## config.mk

```make
export PLATFORM = sky130hd
export DESIGN_NAME = stlg_job_queue
export DESIGN_NICKNAME = d
export VERILOG_FILES = /design/src/hw/rtl/stlg_pkg.sv /design/src/hw/rtl/stlg_job_queue.sv
export SDC_FILE = /design/constraint.sdc
export NUM_CORES = 1
export LEC_CHECK = 0
export BUFFER_PORTS_ARGS = -buffer_cell sky130_fd_sc_hd__buf_2
export CAP_MARGIN = 30
export CORE_AREA = 2 2 121 123
export DETAILED_ROUTE_END_ITERATION = 10
export DIE_AREA = 0 0 123 125
export GPL_TIMING_DRIVEN = 0
export PLACE_DENSITY_LB_ADDON = 0.15
export SYNTH_ARGS = -nofsm -noshare
export SYNTH_HDL_FRONTEND = slang
export SYNTH_SLANG_ARGS = --single-unit
```

## constraint.sdc

```tcl
create_clock -name clk_i -period 4.7 [get_ports clk_i]
set_input_delay 0.235 -clock clk_i [delete_from_list [all_inputs] [get_ports clk_i]]
set_output_delay 0.235 -clock clk_i [all_outputs]
set_load 0.05 [all_outputs]
```

## src/hw/rtl/stlg_pkg.sv

```systemverilog
`default_nettype none

package stlg_pkg;

  localparam int MaxSites   = 16;
  localparam int TableDepth = 1024;
  localparam int IdxW       = $clog2(TableDepth);
  localparam int SizeW      = IdxW + 1;
  localparam int SiteCntW   = 5;
  localparam int ColW       = 10;
  localparam int EntryW     = 2 * MaxSites;
  localparam int CfgIdxW    = 1;
  localparam int CfgDataW   = SizeW;
  localparam int JqDepth    = 2;
  localparam int JqPtrW     = $clog2(JqDepth);
  localparam int JqCntW     = $clog2(JqDepth + 1);

  localparam logic [SiteCntW-1:0] SiteCountReset = SiteCntW'(8);
  localparam logic [SizeW-1:0]    TableSizeReset = '0;

  typedef enum logic {
    ReqLoad  = 1'b0,
    ReqApply = 1'b1
  } req_e;

  typedef enum logic [CfgIdxW-1:0] {
    CfgSiteCount = 1'b0,
    CfgTableSize = 1'b1
  } cfg_reg_e;

  typedef enum logic [1:0] {
    BackIdle,
    BackSearch,
    BackEmit
  } back_state_e;

  typedef struct packed {
    logic [MaxSites-1:0] up;
    logic [MaxSites-1:0] dn;
    logic [ColW-1:0]     col;
  } job_t;

  typedef struct packed {
    logic full;
    logic empty;
  } jq_status_t;

  typedef struct packed {
    logic            term_valid;
    logic [IdxW-1:0] target_index;
    logic            found;
    logic            sign_negative;
    logic [ColW-1:0] source_column;
    logic            last;
  } result_t;

endpackage

`default_nettype wire

```

## src/hw/rtl/stlg_job_queue.sv

```systemverilog
`default_nettype none

module stlg_job_queue
  import stlg_pkg::*;
(
  input  wire logic       clk_i,
  input  wire logic       rst_ni,
  input  wire logic       push_i,
  input  wire job_t       data_i,
  input  wire logic       pop_i,
  output      job_t       data_o,
  output      jq_status_t status_o
);

  job_t              mem_q [JqDepth];
  logic [JqPtrW-1:0] wr_ptr_q, wr_ptr_d;
  logic [JqPtrW-1:0] rd_ptr_q, rd_ptr_d;
  logic [JqCntW-1:0] cnt_q, cnt_d;
  logic              do_push, do_pop;

  assign status_o.full  = (cnt_q == JqCntW'(JqDepth));
  assign status_o.empty = (cnt_q == '0);
  assign do_push = push_i && !status_o.full;
  assign do_pop  = pop_i && !status_o.empty;
  assign data_o  = mem_q[rd_ptr_q];

  always_comb begin
    wr_ptr_d = wr_ptr_q;
    rd_ptr_d = rd_ptr_q;
    cnt_d    = cnt_q;
    if (do_push) begin
      wr_ptr_d = JqPtrW'(wr_ptr_q + 1'b1);
    end
    if (do_pop) begin
      rd_ptr_d = JqPtrW'(rd_ptr_q + 1'b1);
    end
    if (do_push && !do_pop) begin
      cnt_d = JqCntW'(cnt_q + 1'b1);
    end else if (do_pop && !do_push) begin
      cnt_d = JqCntW'(cnt_q - 1'b1);
    end
  end

  always_ff @(posedge clk_i or negedge rst_ni) begin
    if (!rst_ni) begin
      wr_ptr_q <= '0;
      rd_ptr_q <= '0;
      cnt_q    <= '0;
    end else begin
      wr_ptr_q <= wr_ptr_d;
      rd_ptr_q <= rd_ptr_d;
      cnt_q    <= cnt_d;
    end
  end

  always_ff @(posedge clk_i) begin
    if (do_push) begin
      mem_q[wr_ptr_q] <= data_i;
    end
  end

endmodule

`default_nettype wire

```

==> impl_results.md <==
- Status: completed
- # diodes: 0
- Post-Syn Area per Cell: around 23 µm²
- Synth cell count leaders: edfxtp_1, mux2_4, buf_12, dfrtp_1
- Final HPWL DP: ~4300 µm
- Flop2flop setup slack: around 2.9 ns
- First drt pass iteration count: 4
- Synthesized flop and latch total: a little under 90
- Die H: approximately 130 µm
- Initial Utilization: about 24%
- Vias: 1685
- # setup viols final: 0
- Nets@finish: 300
- Largest net degree at the start of global routing: 28
- Syn Nets: 197
- Post-CTS resize count: 0
- Pint: 0.002055 W
- Yosys warns: 0
- TritonCTS clock tree: yes
- Skew-Pair Late Insertion Delay: about 0.34 ns
- Hold path startpoint: data_i[9]
- CTS clk-pin slew, worst paths: ~0.06 ns
- Seq pwr share: approximately a third
- Power density cells: ~750 mW/mm²
- P_leak: about 1.8 nW
- Synth area leaders: edfxtp_1, mux2_4, dfrtp_1, buf_12, mux2_2
- Overall Global Routing Usage: roughly 9%
- Number of flops mapped to enable cells by yosys: 84
- Root Buffer: clkbuf_16
- Worst-path maximum fanout: 27
- Synth top area share: between 70% and 80%
- Setup total negative slack: 0 ns
- Synth Cell Area: around 0.0034 mm²
- Core Area: about 0.014 mm²
- F_max: about 0.55 GHz
- Rows: 44
- Least-Margin Pin Slew: about 0.57 ns
- First-pass GRT wire length: approximately 9800 µm
- Most instantiated library cell after synthesis: edfxtp_1
- Critical Path Slowest Stage Cell: nor2_4
- Share of cells above drive strength 1: 58.91%
- Clk pwr share: 21.9%
- RSZ-0062 raised after global routing: no
- P_sw: approximately 0.0013 W
- Max Clock Skew: approximately 0.0075 ns
- RR Startpoint: cnt_q[0]
- Layout area overhead: 30.32%
- Vias per std cell: 3.812
- Maxcap violations: 0
- DR DRC count: 0
- Num CTS Buffers: 9
- Initial drt markers: 39
- Total grt overflow: 0
- ANT nets after route: 0
- Fill cell count: between 1k and 1.5k
- WHS Endpoint: mem_q[0][9]
- Final hold vios: 0
- Final Cycle Share: around two fifths
- Ys async rst share: roughly 4.5%
- Hold_buf cts: 1
- Drt total wl: around 6400 µm
- Number of port buffers: slightly below 90
- Number of distinct library cells after synthesis: 15
- Mapped Cells: 150
- Max incr delay on CP: between 0.4 and 0.5 ns
- Slew Viols, Final: 0
- Worst r2r dst: mem_q[0][39]
- Net Sw Frac: between 30% and 40%
- Post-layout min period: 1.819 ns
- Logic pwr share: between 40 and 50%
- # IOs: 90
- Setup Fix Bufs, Post-CTS: 0
- Critical path capture point type: flop
- Commonest register cell after synthesis: edfxtp_1
- Pwr Total: approximately 0.0034 W
- CTS Sinks: a little under 90
- Critical path class: reg -> reg
- CP required: 4.73 ns
- Die span in x: around 120 µm
- CP arrival: ~1.9 ns
- Clk buf depth: 2
- FF-to-FF path depth: 4
- Routed len/inst: 14.38 µm
- GP Congestion: ~0.63
- Startpoint types: flop
- Worst slew margin: between 60% and 70%
- Number of global-route vias before repair: 1847
- H-tree depth: 3
- Initial antenna violation count: 0
- Total die area: around 0.015 mm²
- Worst-path cell chain: nand2b_1 -> nand2_1 -> nor2_4 -> buf_12
- Sequential area share after synthesis: 76.47%
- Hold Crit Class: in -> reg
- Leading area contributor after synthesis: edfxtp_1
- Worst hold path depth: 1
- Peak supply drop: 270.8 µV
-- worst max-delay path, delay by kind of cell (launching register included) --
kind,cells,cell delay [ns]
buffers and inverters,1,0.27
DFF,1,0.43
and+or+nand+nor,3,0.78
-- cells in the final DEF (no fill, tap or decap), types with 2 or more instances in the layout --
master / count
inv_1: 2
buf_2: 89
buf_12: 6
xor2_1: 2
nor2_1: 2
dfrtp_1: 4
clkbuf_16: 9
bufinv_16: 2
xnor2_1: 3
mux2_4: 39
mux2_2: 3
edfxtp_1: 84
clkbuf_1: 3
-- through the flow --
stage | util (%) | instance area (µm²) | instances | hold slack, ns | setup WS, ns
final | 31.47 | 4469 | 442 | 0.08233 | 2.881
after global routing | 31.47 | 4469 | 442 | 0.06710 | 2.734
after CTS | 31.47 | 4469 | 442 | 0.06331 | 2.807
after detailed placement | 29.25 | 4154 | 425 | 0.05372 | 2.833
after global placement | 28.90 | 4105 | 423 | 0.04844 | 0.2807
after floorplan | - | 3430 | 150 | -0.06059 | 1.842
-- flip-flops by register name (all words and copies together), names as in the netlist --
signal    count
rd_ptr_q      1
cnt_q         2
wr_ptr_q      1
mem_q        84
-- layer usage --
layer | GRT usage, % | share of wire [%] | vias to the layer above
li1 | - | - | 791
met1 | 9.810 | 41 | 835
met3 | 2.190 | 4.2 | 12
met5 | 0 | 0 | -
met4 | 6.417 | 3.3 | 0
met2 | 14.75 | 52 | 47
-- power groups by stage --
stage / Combinational (W) / Sequential [W] / Clock [W]
after floorplan: 0.00122 / 0.00114 / 0
after global placement: 0.00150 / 0.00115 / 0
after detailed placement: 0.00153 / 0.00115 / 0
after CTS: 0.00154 / 0.00113 / 0.000765
after global routing: 0.00159 / 0.00115 / 0.000791
final: 0.00150 / 0.00113 / 0.000735
-- kinds of logic after synthesis --
family / after synthesis / synth area share, %
flip-flops: 88 / 76.47
multiplexers: 42 / 18.06
buffers and inverters: 7 / 2.882
AND/OR/NAND/NOR: 6 / 0.8027
XOR/XNOR: 5 / 1.277
AO/OA/AOI/OAI: 1 / 0.1458
adder cells (fa/ha/maj): 1 / 0.3648
-- how the worst max path moves through the flow --
stage	from	end	slack, ns	cells after the start
4_1_cts	cnt_q[0]	mem_q[0][39]	2.81	4
5_1_grt	cnt_q[0]	mem_q[0][39]	2.73	4
2_1_floorplan	cnt_q[0]	mem_q[0][0]	1.84	3
3_3_place_gp	cnt_q[0]	mem_q[0][39]	0.28	3
3_5_place_dp	cnt_q[0]	mem_q[0][9]	2.83	4
6_report	cnt_q[0]	mem_q[0][39]	2.88	4
-- area by class of cell --
class                   instances  area (µm²)  share of cell area [%]
flip-flops and latches         88        2623                   58.68
multi-input cells              55       716.9                   16.04
repair buffers                 92       495.5                   11.09
clock buffers                  12       236.5                   5.291
well taps                     184       230.2                   5.151
plain buffers                   5       91.34                   2.044
clock inverters                 4       68.82                   1.540
inverters                       2       7.507                  0.1680
Power figures use the tool's default switching activity.
