`src/hw/rtl/stlg_pkg.sv`:
```
`default_nettype none

package stlg_pkg;

  localparam int MaxSites   = 16;
  localparam int TableDepth = 1024;
  localparam int IdxW       = $clog2(TableDepth);
  localparam int SizeW      = IdxW + 1;
  localparam int SiteCntW   = 5;
  localparam int ColW       = 10;
  localparam int EntryW     = 2 * MaxSites;
  localparam int CfgIdxW    = 1;
  localparam int CfgDataW   = SizeW;
  localparam int JqDepth    = 2;
  localparam int JqPtrW     = $clog2(JqDepth);
  localparam int JqCntW     = $clog2(JqDepth + 1);

  localparam logic [SiteCntW-1:0] SiteCountReset = SiteCntW'(8);
  localparam logic [SizeW-1:0]    TableSizeReset = '0;

  typedef enum logic {
    ReqLoad  = 1'b0,
    ReqApply = 1'b1
  } req_e;

  typedef enum logic [CfgIdxW-1:0] {
    CfgSiteCount = 1'b0,
    CfgTableSize = 1'b1
  } cfg_reg_e;

  typedef enum logic [1:0] {
    BackIdle,
    BackSearch,
    BackEmit
  } back_state_e;

  typedef struct packed {
    logic [MaxSites-1:0] up;
    logic [MaxSites-1:0] dn;
    logic [ColW-1:0]     col;
  } job_t;

  typedef struct packed {
    logic full;
    logic empty;
  } jq_status_t;

  typedef struct packed {
    logic            term_valid;
    logic [IdxW-1:0] target_index;
    logic            found;
    logic            sign_negative;
    logic [ColW-1:0] source_column;
    logic            last;
  } result_t;

endpackage

`default_nettype wire

```
`src/hw/rtl/stlg_front.sv`:
```
`default_nettype none

module stlg_front
  import stlg_pkg::*;
(
  input  wire logic                clk_i,
  input  wire logic                rst_ni,
  input  wire logic                push_i,
  output      logic                full_o,
  input  wire logic                req_type_i,
  input  wire logic [IdxW-1:0]     entry_index_i,
  input  wire logic [MaxSites-1:0] up_state_i,
  input  wire logic [MaxSites-1:0] down_state_i,
  input  wire logic [ColW-1:0]     column_index_i,
  input  wire logic [SiteCntW-1:0] site_count_i,
  input  wire logic                back_idle_i,
  input  wire jq_status_t          jq_status_i,
  output      logic                jq_push_o,
  output      job_t                jq_data_o,
  output      logic                ram_we_o,
  output      logic [IdxW-1:0]     ram_waddr_o,
  output      logic [EntryW-1:0]   ram_wdata_o
);

  logic                valid_q, valid_d;
  req_e                req_q;
  logic [IdxW-1:0]     idx_q;
  logic [MaxSites-1:0] up_q, dn_q;
  logic [ColW-1:0]     col_q;
  logic [SiteCntW-1:0] sites;
  logic [MaxSites-1:0] site_mask;
  logic                dispatch, accept;

  assign sites = (site_count_i > SiteCntW'(MaxSites)) ? SiteCntW'(MaxSites) : site_count_i;

  always_comb begin
    for (int k = 0; k < MaxSites; k++) begin
      site_mask[k] = (SiteCntW'(k) < sites);
    end
  end

  always_comb begin
    dispatch = 1'b0;
    if (valid_q) begin
      unique case (req_q)
        ReqApply: dispatch = !jq_status_i.full;
        ReqLoad:  dispatch = jq_status_i.empty && back_idle_i;
      endcase
    end
  end

  assign full_o    = valid_q && !dispatch;
  assign accept    = push_i && !full_o;
  assign jq_push_o = dispatch && (req_q == ReqApply);
  assign ram_we_o  = dispatch && (req_q == ReqLoad);

  assign jq_data_o.up  = up_q & site_mask;
  assign jq_data_o.dn  = dn_q & site_mask;
  assign jq_data_o.col = col_q;
  assign ram_waddr_o   = idx_q;
  assign ram_wdata_o   = {up_q, dn_q};

  always_comb begin
    valid_d = valid_q;
    if (accept) begin
      valid_d = 1'b1;
    end else if (dispatch) begin
      valid_d = 1'b0;
    end
  end

  always_ff @(posedge clk_i or negedge rst_ni) begin
    if (!rst_ni) begin
      valid_q <= 1'b0;
    end else begin
      valid_q <= valid_d;
    end
  end

  always_ff @(posedge clk_i) begin
    if (accept) begin
      req_q <= req_e'(req_type_i);
      idx_q <= entry_index_i;
      up_q  <= up_state_i;
      dn_q  <= down_state_i;
      col_q <= column_index_i;
    end
  end

endmodule

`default_nettype wire

```
`config.mk`:
```
export PLATFORM = sky130hd
export DESIGN_NAME = stlg_front
export DESIGN_NICKNAME = d
export VERILOG_FILES = /design/src/hw/rtl/stlg_pkg.sv /design/src/hw/rtl/stlg_front.sv
export SDC_FILE = /design/constraint.sdc
export NUM_CORES = 1
export LEC_CHECK = 0
export ABC_AREA = 1
export BUFFER_PORTS_ARGS = -buffer_cell sky130_fd_sc_hd__buf_2
export CORE_MARGIN = 2
export CORE_UTILIZATION = 36
export DETAILED_ROUTE_END_ITERATION = 8
export GPL_TIMING_DRIVEN = 0
export PLACE_DENSITY = 0.82
export SKIP_LAST_GASP = 1
export SLEW_MARGIN = 25
export SYNTH_ARGS = -nofsm -noshare
export SYNTH_HDL_FRONTEND = slang
export SYNTH_SLANG_ARGS = --single-unit
```
`constraint.sdc`:
```
create_clock -name clk_i -period 3.59 [get_ports clk_i]
set_clock_uncertainty 0.15 [all_clocks]
set_input_delay 0.1795 -clock clk_i [delete_from_list [all_inputs] [get_ports clk_i]]
set_output_delay 0.1795 -clock clk_i [all_outputs]
set_load 0.01 [all_outputs]
```
==> impl_metrics.csv <==
group,metric,value,unit
synthesis,synth_cells,164,
routing,vias_per_cell,4.224,
cts,clkSinkCount,54,
global_route,grt_util_all_layers,18.19,%
critical_path,rrSetupSlack,1.53,ns
status,run_status,"complete, no violations",
floorplan,std_cell_rows,27,
floorplan,ios,151,
floorplan,fp.coreArea,0.005540,mm2
critical_path,worstSetupPathType,"reg -> reg",
critical_path,path_max_fanout,20,
synthesis,synth.avg_cell_area,12.68,um2
routing,wire_per_inst,13.12,um
power_and_ir_drop,p_leak,1.787,nW
global_route,overflow,0,
layout,drive_above_1_share,43.39,%
job,maxCapViolations,0,
cts,clk_latency,0.29,ns
sta,setup_tns,0,ns
synthesis,ys.flop_type,"edfxtp_1",
power_and_ir_drop,power.density,365.5,mW/mm2
layout,final_util,65.18,%
power_and_ir_drop,finalPower,1.320,mW
layout,nNetsFinal,441,
routing,dr.pass1.iters,4,
floorplan,die_h,80,um
place,io_buffers,149,
synthesis,synth_seq_area_share,77.74,%
critical_path,rr_endpoint,"up_q[8]$_DFFE_PP_",
critical_path,reg2regPathDepth,6,
routing,drtAntennaViolNets,0,
synthesis,synthesis.area,0.002079,mm2
routing,vias,1901,
synthesis,synth_nets,228,
routing,drt_iter0_drc,26,
sta,hold_viol_final,0,
power_and_ir_drop,vdd_drop_max,242.6,uV
sta,setup_violations,0,
sta,max_clock_freq,485.7,MHz
sta,tightest_slew,0.5946,ns
sta,final.period_utilization,57.35,%
cts,cts_buffers,5,
cts,clkTransAtPathRegs,0.09,ns
critical_path,cp_data_required_time,3.46,ns
layout,fillers,432,
layout,n_antenna_cell,0,
global_route,grt_antenna_before_repair,0,
floorplan,die_area,0.006400,mm2
cts,clk_path_buf_depth,2,
critical_path,critPathLaunchType,"flip-flop",
critical_path,end_kind,"flip-flop",
synthesis,ys_seq_elements,54,
place,pre_cts_slack,1.547,ns
cts,cts_max_level,2,
floorplan,start_util,37.53,%
floorplan,die_w,80,um
global_route,first_global_vias,1951,
synthesis,synthArstFlopShare,1.852,%
min_path,hold_class,"in -> async",
routing,drc_errors,0,
cts,root_buffer,"clkbuf_8",
global_route,grt_max_degree,21,
synthesis,synth_edf_count,53,
sta,final.min_clock_period,2.059,ns
critical_path,worstPathArrival,1.93,ns
critical_path,reg2reg_from,"req_q$_DFFE_PP_",
sta,maxSlewViolCount,0,
cts,tritoncts,"built",
global_route,grt_first_pass_wirelength,8790,um
sta,rsz0062_at_grt,"no",
routing,wl,5904,um
sta,slew-limit-headroom,60.26,%
cts,cts_setup_buffers,0,
synthesis,synth_warnings,0,
sta,fin_ws,1.531,ns
layout,area_growth,73.65,%
place,post-dp-hpwl,4017,um
place,gp_congestion,0.7309,
synthesis,synth_cell_types,16,
sequential cells by signal, indices dropped and copies added, names as in the netlist:
signal / cells
col_q: 10
dn_q: 16
ram_waddr_o: 10
req_q: 1
up_q: 16
valid_q: 1
final cells by class:
cell class	instances	area, um2	share of cell area (%)
Inverter	37	138.9	3.846
Buffer	1	11.26	0.3119
Clock inverter	2	10.01	0.2772
Tap cell	72	90.09	2.495
Multi-Input combinational cell	72	320.3	8.870
Clock buffer	6	72.57	2.010
Timing Repair Buffer	206	1351	37.42
Sequential cell	54	1617	44.77
critical path, stage by stage, from the launching register on:
cell and delay, ns:
edfxtp_1 0.40, nand3b_1 0.19, nand2_1 0.09, nor2_1 0.07, nor2_4 0.47, buf_16 0.24
buf_16 0.16
synthesized netlist by cell type (2+ instances only):
library cell  number  area share, %
nand3_1            5            1.2
nand2_1           26            4.7
a21boi_0           4            1.4
inv_1             36            6.5
edfxtp_1          53             77
o21ai_0            2           0.48
nor2_1            29            5.2
per-layer routing:
metal	part of all wire, %	vias to the layer above	global-route usage (%)	wire [um]
li1	-	950	-	-
met2	56	87	36.08	3290
met3	8.2	4	5.430	483
met1	35	860	17.92	2095
met4	0.59	0	4.915	35
met5	0	-	0	0
metrics by stage:
step	std cells	hold slack (ns)	area [um2]
final	450	0.04192	3611
after global routing	450	0.04035	3611
after CTS	450	0.02669	3611
after detailed placement	387	-0.1860	2978
after global placement	385	-0.1947	2915
after floorplan	164	-0.2661	2079
how the worst max path moves through the flow:
stage,cells after the start,end,slack [ns],from
final,6,up_q[8]$_DFFE_PP_,1.53,req_q$_DFFE_PP_
after detailed placement,6,dn_q[12]$_DFFE_PP_,1.55,req_q$_DFFE_PP_
after CTS,6,up_q[12]$_DFFE_PP_,1.52,req_q$_DFFE_PP_
after global routing,6,dn_q[15]$_DFFE_PP_,1.42,req_q$_DFFE_PP_
after global placement,4,dn_q[11]$_DFFE_PP_,-0.71,req_q$_DFFE_PP_
after floorplan,4,col_q[0]$_DFFE_PP_,0.06,req_q$_DFFE_PP_
what timing repair did:
action	in CTS	in global routing
hold endpoints to repair	55	0
resized for setup	0	0
hold buffers	55	0
cells in the final DEF, fill, tap and decap left out:
cell / instances
nand3b_1: 1
clkbuf_8: 5
a21boi_0: 4
o21ai_0: 2
dlygate4sd3_1: 55
edfxtp_1: 53
inv_1: 36
clkbuf_1: 1
nand2_2: 1
buf_16: 2
a21oi_2: 1
nor2_1: 28
nand2_1: 26
nor3_1: 1
buf_2: 149
nand3_1: 5
nor2_2: 1
clkinv_2: 2
buf_6: 1
nor2_4: 1
dfrtp_1: 1
o211ai_1: 1
inv_2: 1
logic make-up after synthesis:
group / Yosys count / share of synthesized area (%)
flip-flops: 54 / 77.74
AO/OA/AOI/OAI: 8 / 2.708
AND/OR/NAND/NOR: 64 / 12.33
buffers and inverters: 38 / 7.220
power by group:
part | leakage, nW | internal (mW) | switching [mW]
Sequential | 0.508 | 0.736 | 0.0131
Clock | 0.0450 | 0.136 | 0.188
Combinational | 1.23 | 0.126 | 0.121
Total | 1.79 | 0.998 | 0.322
Note: power is estimated with default switching activity, not from simulation.
