[config.mk]
export PLATFORM = sky130hd
export DESIGN_NAME = stlg_back
export DESIGN_NICKNAME = d
export VERILOG_FILES = /design/src/hw/rtl/stlg_pkg.sv /design/src/hw/rtl/stlg_back.sv
export SDC_FILE = /design/constraint.sdc
export NUM_CORES = 1
export LEC_CHECK = 0
export BUFFER_PORTS_ARGS = -buffer_cell sky130_fd_sc_hd__buf_2
export CAP_MARGIN = 0
export CORE_UTILIZATION = 40
export CTS_BUF_LIST = sky130_fd_sc_hd__clkbuf_8
export DETAILED_ROUTE_END_ITERATION = 12
export PLACE_DENSITY_LB_ADDON = 0.05
export SKIP_CTS_REPAIR_TIMING = 1
export SLEW_MARGIN = 20
export SYNTH_ARGS = -nofsm -noshare
export SYNTH_HDL_FRONTEND = slang
export SYNTH_SLANG_ARGS = --single-unit
[constraint.sdc]
create_clock -name clk_i -period 5.3 [get_ports clk_i]
set_input_delay 0.265 -clock clk_i [delete_from_list [all_inputs] [get_ports clk_i]]
set_output_delay 0.265 -clock clk_i [all_outputs]
set_load 0.02 [all_outputs]
[src/hw/rtl/stlg_pkg.sv]
`default_nettype none

package stlg_pkg;

  localparam int MaxSites   = 16;
  localparam int TableDepth = 1024;
  localparam int IdxW       = $clog2(TableDepth);
  localparam int SizeW      = IdxW + 1;
  localparam int SiteCntW   = 5;
  localparam int ColW       = 10;
  localparam int EntryW     = 2 * MaxSites;
  localparam int CfgIdxW    = 1;
  localparam int CfgDataW   = SizeW;
  localparam int JqDepth    = 2;
  localparam int JqPtrW     = $clog2(JqDepth);
  localparam int JqCntW     = $clog2(JqDepth + 1);

  localparam logic [SiteCntW-1:0] SiteCountReset = SiteCntW'(8);
  localparam logic [SizeW-1:0]    TableSizeReset = '0;

  typedef enum logic {
    ReqLoad  = 1'b0,
    ReqApply = 1'b1
  } req_e;

  typedef enum logic [CfgIdxW-1:0] {
    CfgSiteCount = 1'b0,
    CfgTableSize = 1'b1
  } cfg_reg_e;

  typedef enum logic [1:0] {
    BackIdle,
    BackSearch,
    BackEmit
  } back_state_e;

  typedef struct packed {
    logic [MaxSites-1:0] up;
    logic [MaxSites-1:0] dn;
    logic [ColW-1:0]     col;
  } job_t;

  typedef struct packed {
    logic full;
    logic empty;
  } jq_status_t;

  typedef struct packed {
    logic            term_valid;
    logic [IdxW-1:0] target_index;
    logic            found;
    logic            sign_negative;
    logic [ColW-1:0] source_column;
    logic            last;
  } result_t;

endpackage

`default_nettype wire

[src/hw/rtl/stlg_back.sv]
`default_nettype none

module stlg_back
  import stlg_pkg::*;
(
  input  wire logic              clk_i,
  input  wire logic              rst_ni,
  input  wire logic [SizeW-1:0]  table_size_i,
  input  wire jq_status_t        jq_status_i,
  input  wire job_t              jq_data_i,
  output      logic              jq_pop_o,
  output      logic [IdxW-1:0]   ram_raddr_o,
  input  wire logic [EntryW-1:0] ram_rdata_i,
  input  wire logic              pop_i,
  output      result_t           result_o,
  output      logic              res_valid_o,
  output      logic              back_idle_o
);

  back_state_e         state_q, state_d;
  logic [MaxSites-1:0] up_q, up_d, dn_q, dn_d, rem_q, rem_d;
  logic [ColW-1:0]     col_q, col_d;
  logic [SizeW-1:0]    rd_idx_q, rd_idx_d;
  logic                cmp_valid_q, cmp_valid_d;
  logic [IdxW-1:0]     cmp_idx_q, cmp_idx_d;
  logic                hit_q, hit_d;
  logic [IdxW-1:0]     hit_idx_q, hit_idx_d;
  result_t             res_q, res_d;
  logic                res_valid_q, res_valid_d;
  logic [SizeW-1:0]    limit;
  logic [MaxSites-1:0] site_oh, below, rem_next, job_rem;
  logic [EntryW-1:0]   key;
  logic                parity, res_free, res_load;

  assign limit    = (table_size_i > SizeW'(TableDepth)) ? SizeW'(TableDepth) : table_size_i;
  assign site_oh  = rem_q & (~rem_q + 1'b1);
  assign below    = site_oh - 1'b1;
  assign key      = {up_q ^ site_oh, dn_q | site_oh};
  assign parity   = ^((dn_q & ~below) ^ (up_q & below));
  assign rem_next = rem_q & ~site_oh;
  assign job_rem  = jq_data_i.up & ~jq_data_i.dn;
  assign res_free = !res_valid_q || pop_i;

  assign ram_raddr_o = rd_idx_q[IdxW-1:0];
  assign back_idle_o = (state_q == BackIdle);
  assign result_o    = res_q;
  assign res_valid_o = res_valid_q;

  always_comb begin
    state_d     = state_q;
    up_d        = up_q;
    dn_d        = dn_q;
    col_d       = col_q;
    rem_d       = rem_q;
    rd_idx_d    = rd_idx_q;
    cmp_valid_d = cmp_valid_q;
    cmp_idx_d   = cmp_idx_q;
    hit_d       = hit_q;
    hit_idx_d   = hit_idx_q;
    jq_pop_o    = 1'b0;
    res_load    = 1'b0;
    unique case (state_q)
      BackIdle: begin
        if (!jq_status_i.empty) begin
          jq_pop_o    = 1'b1;
          up_d        = jq_data_i.up;
          dn_d        = jq_data_i.dn;
          col_d       = jq_data_i.col;
          rem_d       = job_rem;
          rd_idx_d    = '0;
          cmp_valid_d = 1'b0;
          hit_d       = 1'b0;
          hit_idx_d   = '0;
          state_d     = (job_rem == '0) ? BackEmit : BackSearch;
        end
      end
      BackSearch: begin
        if (cmp_valid_q && (ram_rdata_i == key)) begin
          hit_d       = 1'b1;
          hit_idx_d   = cmp_idx_q;
          cmp_valid_d = 1'b0;
          state_d     = BackEmit;
        end else if (rd_idx_q < limit) begin
          cmp_valid_d = 1'b1;
          cmp_idx_d   = rd_idx_q[IdxW-1:0];
          rd_idx_d    = SizeW'(rd_idx_q + 1'b1);
        end else if (!cmp_valid_q) begin
          state_d = BackEmit;
        end else begin
          cmp_valid_d = 1'b0;
        end
      end
      BackEmit: begin
        if (res_free) begin
          res_load    = 1'b1;
          rem_d       = rem_next;
          rd_idx_d    = '0;
          cmp_valid_d = 1'b0;
          hit_d       = 1'b0;
          hit_idx_d   = '0;
          state_d     = (rem_next == '0) ? BackIdle : BackSearch;
        end
      end
      default: state_d = BackIdle;
    endcase
  end

  always_comb begin
    res_d.term_valid    = (rem_q != '0);
    res_d.target_index  = hit_idx_q;
    res_d.found         = hit_q;
    res_d.sign_negative = (rem_q != '0) && parity;
    res_d.source_column = col_q;
    res_d.last          = (rem_next == '0);
    res_valid_d = res_valid_q;
    if (res_load) begin
      res_valid_d = 1'b1;
    end else if (pop_i) begin
      res_valid_d = 1'b0;
    end
  end

  always_ff @(posedge clk_i or negedge rst_ni) begin
    if (!rst_ni) begin
      state_q     <= BackIdle;
      cmp_valid_q <= 1'b0;
      res_valid_q <= 1'b0;
    end else begin
      state_q     <= state_d;
      cmp_valid_q <= cmp_valid_d;
      res_valid_q <= res_valid_d;
    end
  end

  always_ff @(posedge clk_i) begin
    up_q      <= up_d;
    dn_q      <= dn_d;
    col_q     <= col_d;
    rem_q     <= rem_d;
    rd_idx_q  <= rd_idx_d;
    cmp_idx_q <= cmp_idx_d;
    hit_q     <= hit_d;
    hit_idx_q <= hit_idx_d;
    if (res_load) begin
      res_q <= res_d;
    end
  end

endmodule

`default_nettype wire

==> out/results.ini <==
[status]
result_of_the_run = completed

[die]
ioPinCount = 127
core.rowCount = 44
floorplan.core_area_um2 = 14590
die_area_um2 = 15480
floorplan.die.height_um = 124.4
die_w_um = 124.4
starting_utilization_of_the_core_area_pct = 41.10

[synth]
ys_types = 54
netlist_top_cells_area = edfxtp_1, xor2_1, xnor2_1
synth_mux_area_share_pct = 2.671
yosys_register_bits = 118
number_of_enable_type_register_cells_in_the_synthesized_netlist = 114
instance_count_of_the_mapped_netlist = 497
proportion_of_synthesized_chip_area_in_sequential_cells_pct = 58.76
netlist_area_um2 = 5996
postSynth.asyncResetShare_pct = 3.390
synth_top_family_by_area = simple AND/OR/NAND/NOR gates
synth-compound-area-share_pct = 9.286
synth_top_cells_by_count = edfxtp_1, nor2_1, xor2_1
synthFlopType = edfxtp_1
synth_top_cell_area_share_pct = 57.10
syn_avg_cell_area_um2 = 12.06
synthMostInstantiatedCell = edfxtp_1
top_cell_type_by_total_area_after_synthesis = edfxtp_1
postSynthNetCount = 598
synth_adder_area_share_pct = 2.462
synth_simple_gate_area_share_pct = 15.34
xor_and_xnor_area_share_after_synthesis_pct = 8.139
synth_warnings = 0

[timing]
holdWs_ns = 0.03661
max_freq_mhz = 267.7
worst_pin_slew_ns = 0.9892
finClkSkew_ns = 0.01118
final-hold-violation-count = 0
worst_slew_margin_rel_pct = 33.44
fin_crit_sh_pct = 70.47
number_of_slew_limit_violations_in_the_final_report = 0
rsz0062_at_grt = no
timing.final.crit_period_ns = 3.735
setup-tns-final_ns = 0
report.final.setup_viol = 0

[power_and_ir_drop]
p_leak_uw = 0.002992
vdd.ir_drop.worst_mv = 0.2101
p_per_area_nw_per_um2 = 531.0

[global_route]
antenna_found_initial = 0
grt_first_pass_wirelength_mm = 22.29
vias_in_the_first_global_route = 4126
overall_global_routing_usage_pct = 18.97
largest_net_degree_at_the_start_of_global_routing = 32
grt_overflow_total = 0

[clocking]
tritoncts = yes
clk_pin_slew_ns = 0.08
cts.htree.levels = 4
clk_path_buf_depth = 2
tritoncts_buffer_count = 17
cts.sinks = 118
cts_root_buf = clkbuf_8
clock_latency_ns = 0.44

[final_layout]
count_of_nets_after_finishing = 758
syn_to_final_growth_pct = 26.13
n_antenna_cell = 0
drive_gt1_share_pct = 25.37
final_design_area_no_fill_um2 = 7562

[critical_path]
critical_path.slowest_cell = or4_1
cpLargestDelayFamily = simple AND/OR/NAND/NOR gates
regToRegStartpoint = rem_q[4]
max_stage_delay_ns = 0.68
timing.critical_path.buf_inv = 1
reg2reg_slack_ns = 1.57
worst_setup_path_start_kind = flip-flop
crit_arrival_ns = 3.87
critical_path_capture_point_type = flip-flop
required_ns = 5.44
worstPathMaxFanout = 11
worst_r2r_path_depth = 8
critical_path.cell_chain = or4_4 -> or4_1 -> or3_1 -> a21oi_1 -> nand4_1 -> or4_1 -> a21oi_1 -> buf_4
critical_path.reg2reg.endpoint = hit_idx_q[7]
timing.setup.critical_path_class = flip-flop to flip-flop

[placement]
hpwl_mm = 10.59
routabilityCongestion = 0.8223
port_buffers = 125
placed_cell_area_um2 = 6746

[routing]
detail-route-antenna-nets = 0
wl_mm = 14.63
drt_pass1_iterations = 5
drt-wirelength-per-cell_um = 17.14
remaining_drc_errors = 0
detail_route.vias_per_cell = 5.181
first_iter_violations = 347
num_vias = 4425

[min_path]
holdPathStages = 1
min-delay-start = jq_data_i[40]
hold_end = up_q[14]
hold_path_class = input pin to flip-flop

[run]
max_cap_viols = 0

## per-layer routing
metal | track usage, % | up-vias | part of all wire, %
met2 | 27.30 | 136 | 45
met1 | 27.04 | 2085 | 49
met4 | 6.520 | 0 | 1.2
met3 | 5.670 | 12 | 5.3
met5 | 0 | - | 0
li1 | - | 2192 | -
## cell families after synthesis
| logic type | Yosys count |
|---|---|
| AND/OR/NAND/NOR | 170 |
| adder cells (fa/ha/maj) | 12 |
| flip-flops | 118 |
| buffers and inverters | 40 |
| AO/OA/AOI/OAI | 90 |
| XOR/XNOR | 51 |
| multiplexers | 16 |
## registers in the layout, summed over array words and instances (netlist names)
name and count:
result_o 24, dn_q 16, rem_q 16, up_q 16, rd_idx_q 11, cmp_idx_q 10
col_q 10, hit_idx_q 10, state_q 2, cmp_valid_q 1, hit_q 1, res_valid_o 1
## area by class of cell
| type | count | area [um^2] |
|---|---|---|
| clock buffers | 17 | 234.0 |
| clock inverters | 15 | 177.7 |
| fillers | 1315 | 7027 |
| inverters | 10 | 37.54 |
| multi-input cells | 339 | 2288 |
| flip-flops and latches | 118 | 3523 |
| well taps | 184 | 230.2 |
| repair buffers | 171 | 1071 |
## worst max-delay path by stage
stage	from	end	slack, ns	cells past startpoint
6_report	rem_q[4]	hit_idx_q[7]	1.57	8
3_5_place_dp	rem_q[4]	rd_idx_q[4]	1.52	7
2_1_floorplan	state_q[0]	col_q[0]	0.91	2
4_1_cts	rem_q[4]	rd_idx_q[5]	1.49	7
3_3_place_gp	rem_q[4]	rd_idx_q[3]	1.56	7
5_1_grt	rem_q[0]	hit_idx_q[5]	1.31	8
## through the flow
step	setup slack, ns	power [uW]	utilization [%]	cells
after floorplan	0.9083	2751	-	497
after global placement	1.557	3121	46.24	782
after detailed placement	1.515	3157	46.24	782
after CTS	1.491	4028	49.07	814
after global routing	1.308	4269	51.84	854
final	1.565	4016	51.84	854
## placed cells by master, fill, tap and decap left out, types with 3 or more instances in the layout
cell type | Yosys | final
clkinv_2 | 0 | 3
bufinv_16 | 0 | 3
xnor3_1 | 3 | 3
o21ai_0 | 26 | 26
a41oi_1 | 5 | 5
xnor2_1 | 20 | 20
xor2_1 | 28 | 28
inv_6 | 0 | 4
o22ai_1 | 8 | 8
nor4_1 | 7 | 7
a21oi_1 | 23 | 22
nand3_1 | 17 | 17
dfrtp_1 | 4 | 4
and4_1 | 3 | 3
nor3_1 | 10 | 8
nand2_1 | 27 | 27
edfxtp_1 | 114 | 114
mux2i_1 | 16 | 16
nor2b_1 | 5 | 5
inv_1 | 9 | 9
nand2b_1 | 18 | 18
dlygate4sd3_1 | 0 | 40
a31oi_1 | 3 | 3
a21o_1 | 6 | 6
buf_2 | 3 | 125
a211oi_1 | 6 | 6
or3_1 | 8 | 8
nor2_1 | 30 | 29
ha_1 | 11 | 11
and3_1 | 19 | 19
clkbuf_8 | 0 | 17
or4_1 | 4 | 4
nand4_1 | 12 | 12
clkinv_4 | 0 | 3
buf_4 | 10 | 6
## power breakdown
| group | internal [uW] | switching [uW] | total (uW) |
|---|---|---|---|
| logic | 542 | 802 | 1340 |
| registers | 1500 | 316 | 1820 |
| clock network | 468 | 386 | 854 |
| total | 2510 | 1500 | 4020 |
Power figures use the tool's default switching activity.
